--- src/design/emsm_pkg.sv ---
`timescale 1ns / 1ps
// ----------------------------------------------------------------------------
// emsm_pkg
// Shared types, constants and helpers for the case-insensitive address
// pattern search block.
// ----------------------------------------------------------------------------
package emsm_pkg;

  localparam int NEEDLE_MAX = 32;
  localparam int LEN_W      = $clog2(NEEDLE_MAX + 1);
  localparam int IDX_W      = $clog2(NEEDLE_MAX);

  typedef logic [1:0]                  func_t;
  typedef logic [1:0]                  status_t;
  typedef logic [LEN_W-1:0]            len_t;
  typedef logic [NEEDLE_MAX-1:0][7:0]  bytes_t;

  localparam func_t FUNC_CLEAR  = 2'd0;
  localparam func_t FUNC_APPEND = 2'd1;
  localparam func_t FUNC_HAY    = 2'd2;

  localparam status_t ST_NONE    = 2'd0;
  localparam status_t ST_FOUND   = 2'd1;
  localparam status_t ST_INVALID = 2'd2;

  localparam logic [7:0] CH_AT    = 8'h40;
  localparam logic [7:0] CH_DOT   = 8'h2e;
  localparam logic [7:0] CH_UNDER = 8'h5f;
  localparam logic [7:0] CH_DASH  = 8'h2d;
  localparam logic [7:0] CH_UP_A  = 8'h41;
  localparam logic [7:0] CH_UP_Z  = 8'h5a;
  localparam logic [7:0] CH_LO_A  = 8'h61;
  localparam logic [7:0] CH_LO_Z  = 8'h7a;
  localparam logic [7:0] CH_0     = 8'h30;
  localparam logic [7:0] CH_9     = 8'h39;
  localparam logic [7:0] CASE_OFS = 8'h20;

  typedef struct packed {
    func_t      func;
    logic [7:0] data_byte;
    logic       last;
  } req_t;

  typedef struct packed {
    status_t status;
    logic    hit_now;
    logic    done_res;
  } rsp_t;

  typedef struct packed {
    len_t len;
    logic has_at;
    logic first_is_at;
    logic overflow;
  } pat_info_t;

  typedef struct packed {
    logic clear;
    logic append;
  } pat_ctrl_t;

  typedef struct packed {
    logic shift;
    logic clear;
  } win_ctrl_t;

  function automatic logic [7:0] fold(input logic [7:0] c);
    logic [7:0] r;
    r = c;
    if (c >= CH_UP_A && c <= CH_UP_Z) r = c + CASE_OFS;
    return r;
  endfunction

  function automatic logic starts_address(input logic [7:0] c);
    return (c >= CH_LO_A && c <= CH_LO_Z) || (c >= CH_0 && c <= CH_9) ||
           c == CH_DOT || c == CH_UNDER || c == CH_DASH;
  endfunction

  function automatic logic pattern_valid(input pat_info_t p);
    return p.has_at && !p.first_is_at && !p.overflow;
  endfunction

endpackage

--- src/design/emsm_pattern.sv ---
`timescale 1ns / 1ps
// ----------------------------------------------------------------------------
// emsm_pattern
// Pattern shift line and pattern flags. The newest byte sits at the top
// entry so the pattern stays aligned with the end of the search window.
// ----------------------------------------------------------------------------
module emsm_pattern (
  input  logic                 clk,
  input  logic                 rst,
  input  emsm_pkg::pat_ctrl_t  ctrl,
  input  logic [7:0]           byte_in,
  output emsm_pkg::bytes_t     pat,
  output emsm_pkg::pat_info_t  info,
  output emsm_pkg::pat_info_t  info_next
);

  logic room;

  assign room = info.len < emsm_pkg::LEN_W'(emsm_pkg::NEEDLE_MAX);

  always_comb begin
    info_next = info;
    if (ctrl.clear) begin
      info_next = '0;
    end else if (ctrl.append) begin
      if (room) begin
        if (byte_in == emsm_pkg::CH_AT) begin
          if (info.len == '0) info_next.first_is_at = 1'b1;
          info_next.has_at = 1'b1;
        end
        info_next.len = info.len + 1'b1;
      end else begin
        info_next.overflow = 1'b1;
      end
    end
  end

  always_ff @(posedge clk) begin
    if (rst) begin
      info <= '0;
    end else begin
      info <= info_next;
    end
  end

  always_ff @(posedge clk) begin
    if (ctrl.append && !ctrl.clear && room) begin
      for (int j = 0; j < emsm_pkg::NEEDLE_MAX - 1; j++) pat[j] <= pat[j+1];
      pat[emsm_pkg::NEEDLE_MAX-1] <= byte_in;
    end
  end

endmodule

--- src/design/emsm_window.sv ---
`timescale 1ns / 1ps
// ----------------------------------------------------------------------------
// emsm_window
// Haystack window of the most recent bytes with fill count, and the
// parallel masked compare against the end-aligned pattern.
// ----------------------------------------------------------------------------
module emsm_window (
  input  logic                 clk,
  input  logic                 rst,
  input  emsm_pkg::win_ctrl_t  ctrl,
  input  logic [7:0]           byte_in,
  input  emsm_pkg::bytes_t     pat,
  input  emsm_pkg::len_t       pat_len,
  output logic                 match
);

  emsm_pkg::bytes_t win;
  emsm_pkg::bytes_t win_next;
  emsm_pkg::len_t   fill;
  emsm_pkg::len_t   fill_next;
  emsm_pkg::len_t   start_full;
  logic [emsm_pkg::IDX_W-1:0] start_idx;
  logic             eq;

  always_comb begin
    for (int j = 0; j < emsm_pkg::NEEDLE_MAX - 1; j++) win_next[j] = win[j+1];
    win_next[emsm_pkg::NEEDLE_MAX-1] = byte_in;
    fill_next = (fill < emsm_pkg::LEN_W'(emsm_pkg::NEEDLE_MAX)) ? fill + 1'b1 : fill;
  end

  assign start_full = emsm_pkg::LEN_W'(emsm_pkg::NEEDLE_MAX) - pat_len;
  assign start_idx  = start_full[emsm_pkg::IDX_W-1:0];

  always_comb begin
    eq = fill_next >= pat_len;
    for (int j = 0; j < emsm_pkg::NEEDLE_MAX; j++) begin
      if (int'(pat_len) + j >= emsm_pkg::NEEDLE_MAX && win_next[j] != pat[j]) eq = 1'b0;
    end
  end

  assign match = eq && emsm_pkg::starts_address(win_next[start_idx]);

  always_ff @(posedge clk) begin
    if (rst) begin
      fill <= '0;
    end else if (ctrl.clear) begin
      fill <= '0;
    end else if (ctrl.shift) begin
      fill <= fill_next;
    end
  end

  always_ff @(posedge clk) begin
    if (ctrl.shift) begin
      win <= win_next;
    end
  end

endmodule

--- src/design/email_address_substring_matcher.sv ---
`timescale 1ns / 1ps
// ----------------------------------------------------------------------------
// email_address_substring_matcher
// Case-insensitive search of a byte stream for an address pattern.
// Requests pass a request register and a response register; one request per
// cycle is taken unless the receiver stalls. The window compare is combinational.
// Reset clears pattern flags, pattern length, window fill and found flag.
// ----------------------------------------------------------------------------
module email_address_substring_matcher (
  input  logic            clk,
  input  logic            rst,
  input  logic            req_valid,
  output logic            req_stall,
  input  emsm_pkg::req_t  req,
  output logic            rsp_valid,
  input  logic            rsp_stall,
  output emsm_pkg::rsp_t  rsp
);

  logic                 s1_valid;
  emsm_pkg::req_t       s1_req;
  logic                 advance;
  logic                 fire;
  logic [7:0]           c;
  logic                 is_clear;
  logic                 is_append;
  logic                 is_hay;
  logic                 found;
  logic                 found_next;
  logic                 found_mid;
  logic                 hit;
  logic                 match;
  emsm_pkg::rsp_t       rsp_next;
  emsm_pkg::pat_ctrl_t  pctrl;
  emsm_pkg::win_ctrl_t  wctrl;
  emsm_pkg::bytes_t     pat;
  emsm_pkg::pat_info_t  info;
  emsm_pkg::pat_info_t  info_next;

  assign advance   = !rsp_valid || !rsp_stall;
  assign req_stall = s1_valid && !advance;
  assign fire      = s1_valid && advance;
  assign c         = emsm_pkg::fold(s1_req.data_byte);

  always_comb begin
    is_clear  = 1'b0;
    is_append = 1'b0;
    is_hay    = 1'b0;
    case (s1_req.func)
      emsm_pkg::FUNC_CLEAR:  is_clear  = 1'b1;
      emsm_pkg::FUNC_APPEND: is_append = 1'b1;
      emsm_pkg::FUNC_HAY:    is_hay    = 1'b1;
      default: ;
    endcase
  end

  assign pctrl.clear  = fire && is_clear;
  assign pctrl.append = fire && is_append;
  assign wctrl.shift  = fire && is_hay;
  assign wctrl.clear  = fire && (is_clear || (is_hay && s1_req.last));

  emsm_pattern u_pattern (
    .clk       (clk),
    .rst       (rst),
    .ctrl      (pctrl),
    .byte_in   (c),
    .pat       (pat),
    .info      (info),
    .info_next (info_next)
  );

  emsm_window u_window (
    .clk     (clk),
    .rst     (rst),
    .ctrl    (wctrl),
    .byte_in (c),
    .pat     (pat),
    .pat_len (info.len),
    .match   (match)
  );

  assign hit       = is_hay && emsm_pkg::pattern_valid(info) && match;
  assign found_mid = found || hit;

  always_comb begin
    rsp_next   = '0;
    found_next = found;
    if (is_hay) begin
      rsp_next.hit_now  = hit;
      rsp_next.done_res = s1_req.last;
      if (emsm_pkg::pattern_valid(info)) begin
        rsp_next.status = found_mid ? emsm_pkg::ST_FOUND : emsm_pkg::ST_NONE;
      end else begin
        rsp_next.status = emsm_pkg::ST_INVALID;
      end
      found_next = s1_req.last ? 1'b0 : found_mid;
    end else begin
      if (is_clear) found_next = 1'b0;
      if (emsm_pkg::pattern_valid(info_next)) begin
        rsp_next.status = found_next ? emsm_pkg::ST_FOUND : emsm_pkg::ST_NONE;
      end else begin
        rsp_next.status = emsm_pkg::ST_INVALID;
      end
    end
  end

  always_ff @(posedge clk) begin
    if (rst) begin
      s1_valid  <= 1'b0;
      rsp_valid <= 1'b0;
      found     <= 1'b0;
    end else begin
      if (!s1_valid || advance) s1_valid <= req_valid;
      if (advance) rsp_valid <= s1_valid;
      if (fire) found <= found_next;
    end
  end

  always_ff @(posedge clk) begin
    if (!s1_valid || advance) s1_req <= req;
    if (fire) rsp <= rsp_next;
  end

endmodule

--- config.mk ---
export PLATFORM = sky130hd
export DESIGN_NAME = email_address_substring_matcher
export DESIGN_NICKNAME = d
export VERILOG_FILES = /design/src/design/emsm_pkg.sv /design/src/design/emsm_pattern.sv /design/src/design/emsm_window.sv /design/src/design/email_address_substring_matcher.sv
export SDC_FILE = /design/constraint.sdc
export NUM_CORES = 1
export LEC_CHECK = 0
export BUFFER_PORTS_ARGS = -buffer_cell sky130_fd_sc_hd__buf_2
export CAP_MARGIN = 15
export CORE_MARGIN = 4
export CORE_UTILIZATION = 55
export CTS_BUF_LIST = sky130_fd_sc_hd__clkbuf_8
export DETAILED_ROUTE_END_ITERATION = 12
export PLACE_DENSITY = 0.82
export SLEW_MARGIN = 0
export SYNTH_ARGS = -nofsm -noshare
export SYNTH_HDL_FRONTEND = slang
export SYNTH_SLANG_ARGS = --single-unit
--- constraint.sdc ---
create_clock -name clk -period 35.8 [get_ports clk]
set_clock_uncertainty 0.15 [all_clocks]
set_input_delay 7.16 -clock clk [delete_from_list [all_inputs] [get_ports clk]]
set_output_delay 7.16 -clock clk [all_outputs]
set_load 0.05 [all_outputs]
==> summary.md, run 1 <==
| Metric | Value |
|---|---|
| CTS Buffer Depth | `3` |
| DRT iter0 DRCs | `1756` |
| Clk Latency, worst-skew pair | `610 ps` |
| Commonest cells post-synth | `519 x edfxtp_1, 192 x xor2_1, 82 x nand2_1, 76 x xnor2_1, 66 x nor2_1` |
| Max Slew Vio Count | `0` |
| Final core occ | `0.6136` |
| PortBufs | `20` |
| Worst hold path type | `register to register` |
| Core ar. | `0.04010 sq mm` |
| Global route hottest layer | `met2` |
| Critical Path End Type | `primary output` |
| Internal cell power | `0.9293 mW` |
| Cell Chain, Critical Path | `buf_2 > nand3_1 > inv_1 > buf_2` |
| DRC violations left | `0` |
| CP Launch Type | `input pin` |
| Register area share after synthesis | `0.7068` |
| Post-Syn Instances | `1373` |
| Routed len/inst | `~24 um` |
| NetSw | `0.2681 mW` |
| Netlist cell types | `83` |
| Crit path DAT | `between 8000 and 9000 ps` |
| Met1 GRT Util | `0.3160` |
| Endpoints failing setup | `0` |
| Antenna Cells | `0` |
| Setup Crit Path Kind | `input pin to primary output` |
| Dpl cell area | `0.02319 sq mm` |
| Initial DRT Pass Iterations | `6` |
| Post-synth top flop | `edfxtp_1` |
| Layout area overhead | `9.068%` |
| Synth Area per Inst | `16.43 sq um` |
| H-tree depth | `3` |
| Post-synth EDFFs | `between 500 and 600` |
| Final WL | `approximately 50000 um` |
| Final net count | `about 1500` |
| Chip Height | `roughly 210 um` |
| Max-cap viol count | `0` |
| Cell type with the largest total area after synthesis | `edfxtp_1` |
| Design Power | `1.197 mW` |
| M3 GR Usage | `0.04748` |
| First-pass GRT wire length | `roughly 76000 um` |
| Num CTS Buffers | `around 80` |
| Post-CTS Setup Repair Bufs | `0` |
| Syn Nets | `between 1000 and 1500` |
| Grt met2 use | `0.3502` |
| Post-Syn Area | `0.02256 sq mm` |
| TritonCTS clock tree | `built` |
| GR Util All Layers | `0.2216` |
| Crit path top cell by count | `buf_2` |
| GRT Residual Overflow | `0` |
| Reg power frac | `0.590` |
| Clock transition at the registers of the reported paths | `60 ps` |
| Ys async rst share | `0` |
| Outcome | `completed` |
| Top post-synthesis cells by area | `edfxtp_1 69%, xor2_1 7.5%, mux4_2 5.3%` |
| Count leader, synth | `edfxtp_1` |
| CP max stage delay | `roughly 400 ps` |
| CP Max Fanout | `12` |
| Hold_buf cts | `0` |
| Via count | `12660` |
| Power per cell area | `approximately 49 mW/mm^2` |
| Vias in the first global route | `12530` |
| CP max stage cell | `nand3_1` |
| Hold Vio Cnt, Final | `0` |
| Switching Fraction | `0.2239` |
| Worst endpoint required time | `28490 ps` |
| Io pins | `21` |
| Post-DRT Antenna Nets | `0` |
| Setup TNS | `0 ps` |
| Period utilization | `0.4316` |
| Worst VDD drop | `35.21 uV` |
| Die area | `between 0.04 and 0.05 sq mm` |
| Clock sinks | `537` |
| Proportion of netlist area held by the largest area contributor | `0.6908` |
| Gpl congestion | `between 0.9 and 1` |
| Post-DP HPWL | `about 33000 um` |
| # rows | `73` |
| Unrepaired setup endpoints after global routing | `no` |
| Vias per cell | `6.210` |
| Leakage | `around 8.1 nW` |
| Seq cells post-synth | `537` |
| Slew HR | `0.2451` |
| Comb power frac | `0.037` |
| Post-cts sizing count | `0` |
| Worst Tran Pin Value | `1132 ps` |
| Final Critical Period | `15450 ps` |
| Pin count of the biggest net entering global routing | `~190` |
| Initial antenna violation count | `0` |
| Final Instance Area | `0.02460 sq mm` |
| Clk pwr share | `0.373` |
| Die X | `210.5 um` |
| Yosys warns | `0` |
| Initial core utilization | `0.5626` |
| Root buf cell | `clkbuf_8` |
| Fmax achieved | `64.72 MHz` |
| Layout cells sized above 1 | `0.1348` |
cells by family (layout without fill, tap and decap cells):
group,after synthesis,in the layout,synth area share
fa+ha+maj,10,10,0.005546
xor+xnor,270,270,0.1055
simple gates,312,312,0.07011
flops,537,537,0.7068
compound gates,129,129,0.04038
buf+inv,50,190,0.01337
mux,65,65,0.05829
power groups by stage:
stage / sequential, mW / combinational, mW / clock, mW
detailed placement: 0.720 / 0.0441 / 0
global route: 0.707 / 0.0474 / 0.485
global placement: 0.719 / 0.0431 / 0
CTS: 0.707 / 0.0443 / 0.456
floorplan: 0.723 / 0.0313 / 0
finish: 0.707 / 0.0446 / 0.446
worst max-delay path, delay by kind of cell:
family	cells	cell delay, ps
buffers and inverters	3	580
AND/OR/NAND/NOR	1	400
through the flow:
| stage | instances | hold slack, ps | setup WS, ps |
|---|---|---|---|
| 2_1_floorplan | 1373 | 271.7 | 1234 |
| 3_3_place_gp | 1892 | 282.5 | 20370 |
| 3_5_place_dp | 1892 | 297.7 | 20310 |
| 4_1_cts | 2038 | 302.3 | 20300 |
| 5_1_grt | 2038 | 321.4 | 20170 |
| 6_report | 2038 | 301.4 | 20350 |
cells in the final DEF (no fill, tap or decap), drive strengths merged, types with 7 or more instances in the layout:
cell type	count
nand4	19
nand2b	7
o21ai	20
o22ai	8
mux4	53
a21oi	29
edfxtp	519
a31oi	8
clkbuf	83
inv	50
a22oi	8
and2	7
nor2	67
a211oi	8
mux2i	11
xor2	193
buf	30
ha	10
nand3	33
xnor2	77
nor3	11
dfxtp	18
nor4	56
nand2	82
clkinv	24
final timing paths:
check / startpoint / to / depth (start not counted) / slack (ps)
setup / recovery: rsp_stall / req_stall / 4 / 20350
hold / removal: found / found / 2 / 300
hold reg to reg: found / found / 2 / 300
setup reg to reg: u_pattern.info[4] / rsp[2] / 12 / 30380
layer usage:
layer  routed length, um  part of all wire
met2               24000              0.48
met4                1328             0.027
met3                4001             0.081
met5                   0                 0
met1               20240              0.41
sequential cells by signal (all words and copies together) (netlist names):
signal          cells
u_pattern.pat     256
u_window.win      248
s1_req             11
u_pattern.info      9
u_window.fill       6
rsp                 4
found               1
rsp_valid           1
s1_valid            1
layout make-up:
class	instances	area, sq um
fillers	2820	15490
flip-flops and latches	537	15950
clock buffers	83	1142
repair buffers	30	187.7
clock inverters	63	269.0
well taps	525	656.9
multi-input cells	786	6340
inverters	14	60.06
No activity file was read; power rests on OpenSTA's default activity.
==> run 2, diff against run 1 <==
--- a/config.mk
+++ b/config.mk
@@ -11,7 +11,7 @@
 export CORE_UTILIZATION = 55
 export CTS_BUF_LIST = sky130_fd_sc_hd__clkbuf_8
 export DETAILED_ROUTE_END_ITERATION = 12
-export PLACE_DENSITY = 0.82
+export PLACE_DENSITY = 0.79
 export SLEW_MARGIN = 0
 export SYNTH_ARGS = -nofsm -noshare
 export SYNTH_HDL_FRONTEND = slang
==> constraint.sdc (replaced) <==
create_clock -name clk -period 14.75 [get_ports clk]
set_clock_uncertainty 0.15 [all_clocks]
set_input_delay 2.95 -clock clk [delete_from_list [all_inputs] [get_ports clk]]
set_output_delay 2.95 -clock clk [all_outputs]
set_load 0.05 [all_outputs]
==> run 2 against run 1 <==
Effect of this change: clock power rose to 2.6 times the previous value; wire length rose by 0.22%; global-route usage rose by 0.29 points; clock-buffer cell count up 4; final area up 0.54%; register-to-register slack got worse by 21000 ps; critical path depth is the same; worst setup slack worse by 13000 ps; via count decreased by 0.64%; core utilization rose by 0.33 points.
==> summary.md, run 2 (synthesis results as in run 1) <==
| Metric | Value |
|---|---|
| Setup Crit Path Kind | `input pin to primary output (unchanged)` |
| TritonCTS clock tree | `built (unchanged)` |
| Post-CTS Setup Repair Bufs | `0 (unchanged)` |
| Io pins | `21 (unchanged)` |
| Worst hold slack | `305.5 ps (was 301.4 ps)` |
| Commonest non-fill, non-tap cells in the layout | `519 x edfxtp_1, 192 x xor2_1, 87 x clkbuf_8, 82 x nand2_1, 75 x xnor2_1 (was 519 x edfxtp_1, 192 x xor2_1, 83 x clkbuf_8, 82 x nand2_1, 75 x xnor2_1)` |
| Hold Vio Cnt, Final | `0 (unchanged)` |
| Root buf cell | `clkbuf_8 (unchanged)` |
| Initial antenna violation count | `0 (unchanged)` |
| Gpl congestion | `0.9263 (was 0.9211)` |
| Most common cell after layout, fill and taps aside | `edfxtp_1 (unchanged)` |
| Post-DP HPWL | `32850 um (was 33110 um)` |
| Vias in the first global route | `12540 (was 12530)` |
| Worst VDD drop | `104.1 uV (was 35.21 uV)` |
| Max Slew Vio Count | `0 (unchanged)` |
| First-pass GRT wire length | `75720 um (was 75600 um)` |
| Num CTS Buffers | `84 (was 81)` |
| Most flops, register | `u_pattern.pat (unchanged)` |
| Largest regs | `u_pattern.pat: 256 flops, u_window.win: 248 flops, s1_req: 11 flops (unchanged)` |
| Worst Tran Pin Value | `1153 ps (was 1132 ps)` |
| Largest register FFs | `256 (unchanged)` |
| DP Worst Slack | `7649 ps (was 20310 ps)` |
| CTS Buffer Depth | `3 (unchanged)` |
| CP Max Fanout | `12 (unchanged)` |
| Critical Path End Type | `primary output (unchanged)` |
| Layout cells sized above 1 | `0.1426 (was 0.1348)` |
| Clock sinks | `537 (unchanged)` |
| Dpl cell area | `0.02321 sq mm (was 0.02319 sq mm)` |
| Final net count | `1479 (was 1475)` |
| Post-cts sizing count | `0 (unchanged)` |
| Final WL | `49670 um (was 49560 um)` |
| Chip Height | `210.5 um (unchanged)` |
| Design Power | `2.974 mW (was 1.197 mW)` |
| Leakage | `8.126 nW (was 8.055 nW)` |
| Final Critical Period | `7076 ps` |
| Final cell count without fillers | `2047 (was 2038)` |
| H-tree depth | `3 (unchanged)` |
| Worst endpoint required time | `11650 ps (was 28490 ps)` |
| Clk Latency, worst-skew pair | `640 ps (was 610 ps)` |
| Die area | `0.04432 sq mm (unchanged)` |
| Max-cap viol count | `0 (unchanged)` |
| Final core occ | `0.6169 (was 0.6136)` |
| Fmax achieved | `between 100 and 150 MHz` |
| Setup TNS | `0 ps (unchanged)` |
| Post-DRT Antenna Nets | `0 (unchanged)` |
| Worst hold path type | `register to register (unchanged)` |
| GR Util All Layers | `0.2245 (was 0.2216)` |
| Placed Cells | `1893 (was 1892)` |
| Final Instance Area | `0.02474 sq mm (was 0.02460 sq mm)` |
| Vias per cell | `6.143 (was 6.210)` |
| Period utilization | `0.4797` |
| Pin count of the biggest net entering global routing | `180 (was 189)` |
| Antenna Cells | `0 (unchanged)` |
| Final-layout fill cell count | `2848 (was 2820)` |
| Core ar. | `0.04010 sq mm (unchanged)` |
| Clock transition at the registers of the reported paths | `60 ps (about the same)` |
| Power per cell area | `120.2 mW/mm^2 (was 48.67 mW/mm^2)` |
| GRT Residual Overflow | `0 (unchanged)` |
| Final worst setup slack | `7674 ps (was 20350 ps)` |
| CP Launch Type | `input pin (unchanged)` |
| Hold_buf cts | `0 (unchanged)` |
| PortBufs | `20 (unchanged)` |
| Routed len/inst | `24.26 um (was 24.32 um)` |
| Unrepaired setup endpoints after global routing | `no (unchanged)` |
| Via count | `12580 (was 12660)` |
| # rows | `73 (unchanged)` |
| DRC violations left | `0 (unchanged)` |
| Outcome | `completed (unchanged)` |
| Endpoints failing setup | `0 (unchanged)` |
| Die X | `210.5 um (unchanged)` |
| Layout area overhead | `9.656% (was 9.068%)` |
| DRT iter0 DRCs | `1739 (was 1756)` |
| Crit path DAT | `3980 ps (was 8140 ps)` |
| Initial core utilization | `0.5626 (unchanged)` |
| Slew HR | `0.2312 (was 0.2451)` |
| Initial DRT Pass Iterations | `6 (unchanged)` |
run 2: worst paths after layout:
kind	slack, ps	cells after the start	end	start
worst min register to register	310	0	u_pattern.pat[49]	u_pattern.pat[57]
worst max register to register	9340	12	rsp[2]	u_pattern.info[3]
worst min-delay path	310	0	u_pattern.pat[49]	u_pattern.pat[57]
worst max-delay path	7670	4	req_stall	rsp_stall
run 2: report_power, final:
| group | total (mW) | internal [mW] | leakage (nW) | switching [mW] |
|---|---|---|---|---|
| logic | 0.109 | 0.0404 | 2.35 | 0.0681 |
| clock network | 1.15 | 0.583 | 0.901 | 0.567 |
| registers | 1.72 | 1.69 | 4.87 | 0.0251 |
run 2: layout make-up:
type / count / area, sq um / area share
Timing Repair Buffer: 31 / 195.2 / 0.007890
Clock inverter: 67 / 330.3 / 0.01335
Multi-Input combinational cell: 786 / 6349 / 0.2566
Tap cell: 525 / 656.9 / 0.02655
Clock buffer: 87 / 1197 / 0.04840
Sequential cell: 537 / 15950 / 0.6447
Inverter: 14 / 60.06 / 0.002428
run 2: critical path, stage by stage:
cell and delay, ps:
buf_2 100, nand3_1 430, inv_1 210, buf_2 290
run 2: layer usage:
layer  global-route usage  routed length (um)  up-vias  share of wire
met5                    0                   0        -              0
li1                     -                   -     5480              -
met1               0.3103               19590     6265           0.39
met2               0.3463               23420      692           0.47
met3              0.06772                4838      138          0.097
met4              0.07646                1821        0          0.037
==> run 3, diff against run 2 <==
--- a/config.mk
+++ b/config.mk
@@ -5,13 +5,14 @@
 export SDC_FILE = /design/constraint.sdc
 export NUM_CORES = 1
 export LEC_CHECK = 0
+export ABC_AREA = 1
 export BUFFER_PORTS_ARGS = -buffer_cell sky130_fd_sc_hd__buf_2
 export CAP_MARGIN = 15
 export CORE_MARGIN = 4
 export CORE_UTILIZATION = 55
 export CTS_BUF_LIST = sky130_fd_sc_hd__clkbuf_8
 export DETAILED_ROUTE_END_ITERATION = 12
-export PLACE_DENSITY = 0.79
+export PLACE_DENSITY = 0.82
 export SLEW_MARGIN = 0
 export SYNTH_ARGS = -nofsm -noshare
 export SYNTH_HDL_FRONTEND = slang
==> constraint.sdc (replaced) <==
create_clock -name clk -period 5.9 [get_ports clk]
set_clock_uncertainty 0.15 [all_clocks]
set_input_delay 1.18 -clock clk [delete_from_list [all_inputs] [get_ports clk]]
set_output_delay 1.18 -clock clk [all_outputs]
set_load 0.05 [all_outputs]
==> run 3 against run 2 <==
Effect of this change: clock-buffer cell count stayed put; hold slack worse by 20 ps; largest cell class unchanged; critical path type is now register to register; register-to-register slack worse by 7300 ps.
==> summary.md, run 3 <==
| Metric | Value |
|---|---|
| Worst hold slack | `285.9 ps (was 305.5 ps)` |
| Routed len/inst | `19.73 um (was 24.26 um)` |
| Leakage | `9.395 nW (was 8.126 nW)` |
| Sequential Area | `0.01595 sq mm (unchanged)` |
| Syn Nets | `2036 (was 1398)` |
| Hold Vio Cnt, Final | `0 (unchanged)` |
| Initial DRT Pass Iterations | `6 (unchanged)` |
| Core ar. | `0.04232 sq mm (was 0.04010 sq mm)` |
| Gpl congestion | `0.8981 (was 0.9263)` |
| TritonCTS clock tree | `built (unchanged)` |
| Unrepaired setup endpoints after global routing | `no (unchanged)` |
| CP Launch Type | `register (was input pin)` |
| Initial antenna violation count | `0 (unchanged)` |
| Clock transition at the registers of the reported paths | `60 ps (about the same)` |
| Seq cells post-synth | `537 (unchanged)` |
| Worst VDD drop | `240.5 uV (was 104.1 uV)` |
| Antenna Cells | `0 (unchanged)` |
| Vias per cell | `5.613 (was 6.143)` |
| Clk Latency, worst-skew pair | `690 ps (was 640 ps)` |
| Period utilization | `0.6487` |
| Post-DP HPWL | `35310 um (was 32850 um)` |
| Pin count of the biggest net entering global routing | `162 (was 180)` |
| # rows | `75 (was 73)` |
| Io pins | `21 (unchanged)` |
| Post-Syn Instances | `2011 (was 1373)` |
| Slew HR | `0.3278 (was 0.2312)` |
| H-tree depth | `3 (unchanged)` |
| CTS Buffer Depth | `3 (unchanged)` |
| Largest register FFs | `256 (unchanged)` |
| Hold_buf cts | `0 (unchanged)` |
| Top post-synthesis cells by area | `edfxtp_1 66%, nand2_1 6.0%, xnor2_1 5.0% (was edfxtp_1 69%, xor2_1 7.5%, mux4_2 5.3%)` |
| Num CTS Buffers | `84 (unchanged)` |
| Max Slew Vio Count | `0 (unchanged)` |
| Die area | `0.04649 sq mm (was 0.04432 sq mm)` |
| Crit path top cell by count | `nand2_1 (was buf_2)` |
| Initial core utilization | `0.5602 (was 0.5626)` |
| Outcome | `completed (unchanged)` |
| CP max stage delay | `530 ps (was 430 ps)` |
| Final cell count without fillers | `2705 (was 2047)` |
| Chip Height | `215.6 um (was 210.5 um)` |
| Ys async rst share | `0 (unchanged)` |
| Post-DRT Antenna Nets | `0 (unchanged)` |
| Most common cell after layout, fill and taps aside | `edfxtp_1 (unchanged)` |
| Final net count | `2093 (was 1479)` |
| Cell Chain, Critical Path | `inv_4 > ha_2 > inv_2 > buf_12 > nand2_1 > nand3_1 > nand3_1 > nand2_1 > nand2_1 > nand2_1 > nand2_1 > nand2_1 > nand3_1 > nand2_1 > nand2_1 > nand3_1 > nand2_1 > nand2_2 > nand2_2 > nand2_1 > o21ai_1 (was buf_2 > nand3_1 > inv_1 > buf_2)` |
| Setup Crit Path Kind | `register to register (was input pin to primary output)` |
| DRC violations left | `0 (unchanged)` |
| Register area share after synthesis | `0.6725 (was 0.7068)` |
| Commonest cells post-synth | `519 x edfxtp_1, 379 x nand2_1, 164 x nor2_1, 154 x inv_1, 140 x nand3_1 (was 519 x edfxtp_1, 192 x xor2_1, 82 x nand2_1, 76 x xnor2_1, 66 x nor2_1)` |
| Power per cell area | `290.0 mW/mm^2 (was 120.2 mW/mm^2)` |
| Vias in the first global route | `15090 (was 12540)` |
| Placed Cells | `2559 (was 1893)` |
| First-pass GRT wire length | `83060 um (was 75720 um)` |
| Post-synth top flop | `edfxtp_1 (unchanged)` |
| Post-synth EDFFs | `519 (unchanged)` |
| Proportion of netlist area held by the largest area contributor | `0.6573 (was 0.6908)` |
| Commonest non-fill, non-tap cells in the layout | `519 x edfxtp_1, 378 x nand2_1, 178 x inv_1, 162 x nor2_1, 140 x nand3_1 (was 519 x edfxtp_1, 192 x xor2_1, 87 x clkbuf_8, 82 x nand2_1, 75 x xnor2_1)` |
| Fmax achieved | `261.3 MHz` |
| Clock sinks | `537 (unchanged)` |
| Final WL | `53380 um (was 49670 um)` |
| Area of the multi-input gates | `0.006823 sq mm (was 0.006349 sq mm)` |
| Crit path DAT | `4080 ps (was 3980 ps)` |
| Post-CTS Setup Repair Bufs | `0 (unchanged)` |
| Max-cap viol count | `0 (unchanged)` |
| Die X | `215.6 um (was 210.5 um)` |
| Most flops, register | `u_pattern.pat (unchanged)` |
| Worst Tran Pin Value | `1008 ps (was 1153 ps)` |
| Layout cells sized above 1 | `0.1071 (was 0.1426)` |
| Synth Area per Inst | `11.79 sq um (was 16.43 sq um)` |
| Final-layout fill cell count | `3214 (was 2848)` |
| Endpoints failing setup | `0 (unchanged)` |
| Count leader, synth | `edfxtp_1 (unchanged)` |
| CP max stage cell | `ha_2 (was nand3_1)` |
| Root buf cell | `clkbuf_8 (unchanged)` |
| Cell type with the largest total area after synthesis | `edfxtp_1 (unchanged)` |
| GRT Residual Overflow | `0 (unchanged)` |
| PortBufs | `20 (unchanged)` |
| CP Max Fanout | `60 (was 12)` |
| DRT iter0 DRCs | `1882 (was 1739)` |
| Worst endpoint required time | `6150 ps (was 11650 ps)` |
| Final Critical Period | `3827 ps` |
| Via count | `15180 (was 12580)` |
| Critical Path End Type | `register (was primary output)` |
| Yosys warns | `0 (unchanged)` |
| Post-cts sizing count | `0 (unchanged)` |
| Layout area overhead | `9.056% (was 9.656%)` |
| Post-Syn Area | `0.02371 sq mm (was 0.02256 sq mm)` |
| Largest regs | `u_pattern.pat: 256 flops, u_window.win: 248 flops, s1_req: 11 flops (unchanged)` |
| Worst hold path type | `register to register (unchanged)` |
| Netlist cell types | `48 (was 83)` |
| Setup TNS | `0 ps (unchanged)` |
| GR Util All Layers | `0.2273 (was 0.2245)` |
==> run 3: cell count changes after synthesis, sizes merged, moves of 11 or more <==
cell    delta
nand2    +307
inv      +149
xor2     -131
nand3    +116
nor2     +104
o21ai     +95
xnor2     +58
mux4      -53
nor4      -53
or2       +47
nand4     +33
o211ai    +22
buf       +16
mux2i     -11
==> run 3: area by class of cell <==
type,instances,share of cell area
Clock inverter,59,0.01128
Multi-Input combinational cell,1249,0.2639
Tap cell,577,0.02792
Inverter,164,0.02449
Timing Repair Buffer,32,0.009291
Clock buffer,87,0.04631
Sequential cell,537,0.6168
==> run 3: worst max-delay path, delay by kind of cell (launching register included) <==
family | cells | cell delay [ps]
buffers and inverters | 3 | 1080
adder cells (fa/ha/maj) | 1 | 530
AO/OA/AOI/OAI | 1 | 60
AND/OR/NAND/NOR | 16 | 1380
flip-flops | 1 | 350
==> run 3: final timing paths <==
kind | start | endpoint | slack [ps] | cells past startpoint
setup / recovery | u_pattern.info[3] | rsp[2] | 2070 | 21
hold / removal | u_window.win[169] | u_window.win[161] | 290 | 0
setup reg to reg | u_pattern.info[3] | rsp[2] | 2070 | 21
hold reg to reg | u_window.win[169] | u_window.win[161] | 290 | 0
==> run 3: power breakdown <==
| part | internal, mW | switching (mW) | leakage [nW] |
|---|---|---|---|
| clock network | 1.38 | 1.44 | 0.856 |
| registers | 4.23 | 0.0543 | 4.87 |
| logic | 0.120 | 0.268 | 3.66 |
==> run 3: stage by stage <==
step	worst slack, ps	cell area, sq um	total power, mW	util
floorplan	-555.1	23740	4.634	-
global placement	2031	24370	4.732	0.5758
finish	2073	25860	7.497	0.6109
detailed placement	1935	24370	4.744	0.5758
global route	1772	25860	7.787	0.6109
CTS	2075	25860	7.541	0.6109
==> run 3: routing by layer <==
metal  GRT usage  part of all wire
met1      0.3040              0.40
met2      0.3684              0.48
met3     0.05724             0.084
met4     0.07516             0.030
met5           0                 0
==> run 3: kinds of logic (layout without fill, tap and decap cells) <==
kind of cell | after synthesis | count (layout) | share of synthesized area
AOI/OAI and AO/OA | 205 | 205 | 0.04892
xor gates and xnor gates | 197 | 197 | 0.07277
adders and majority gates | 10 | 10 | 0.005277
buffers and inverters | 225 | 342 | 0.04111
DFF | 537 | 537 | 0.6725
and+or+nand+nor | 837 | 837 | 0.1594
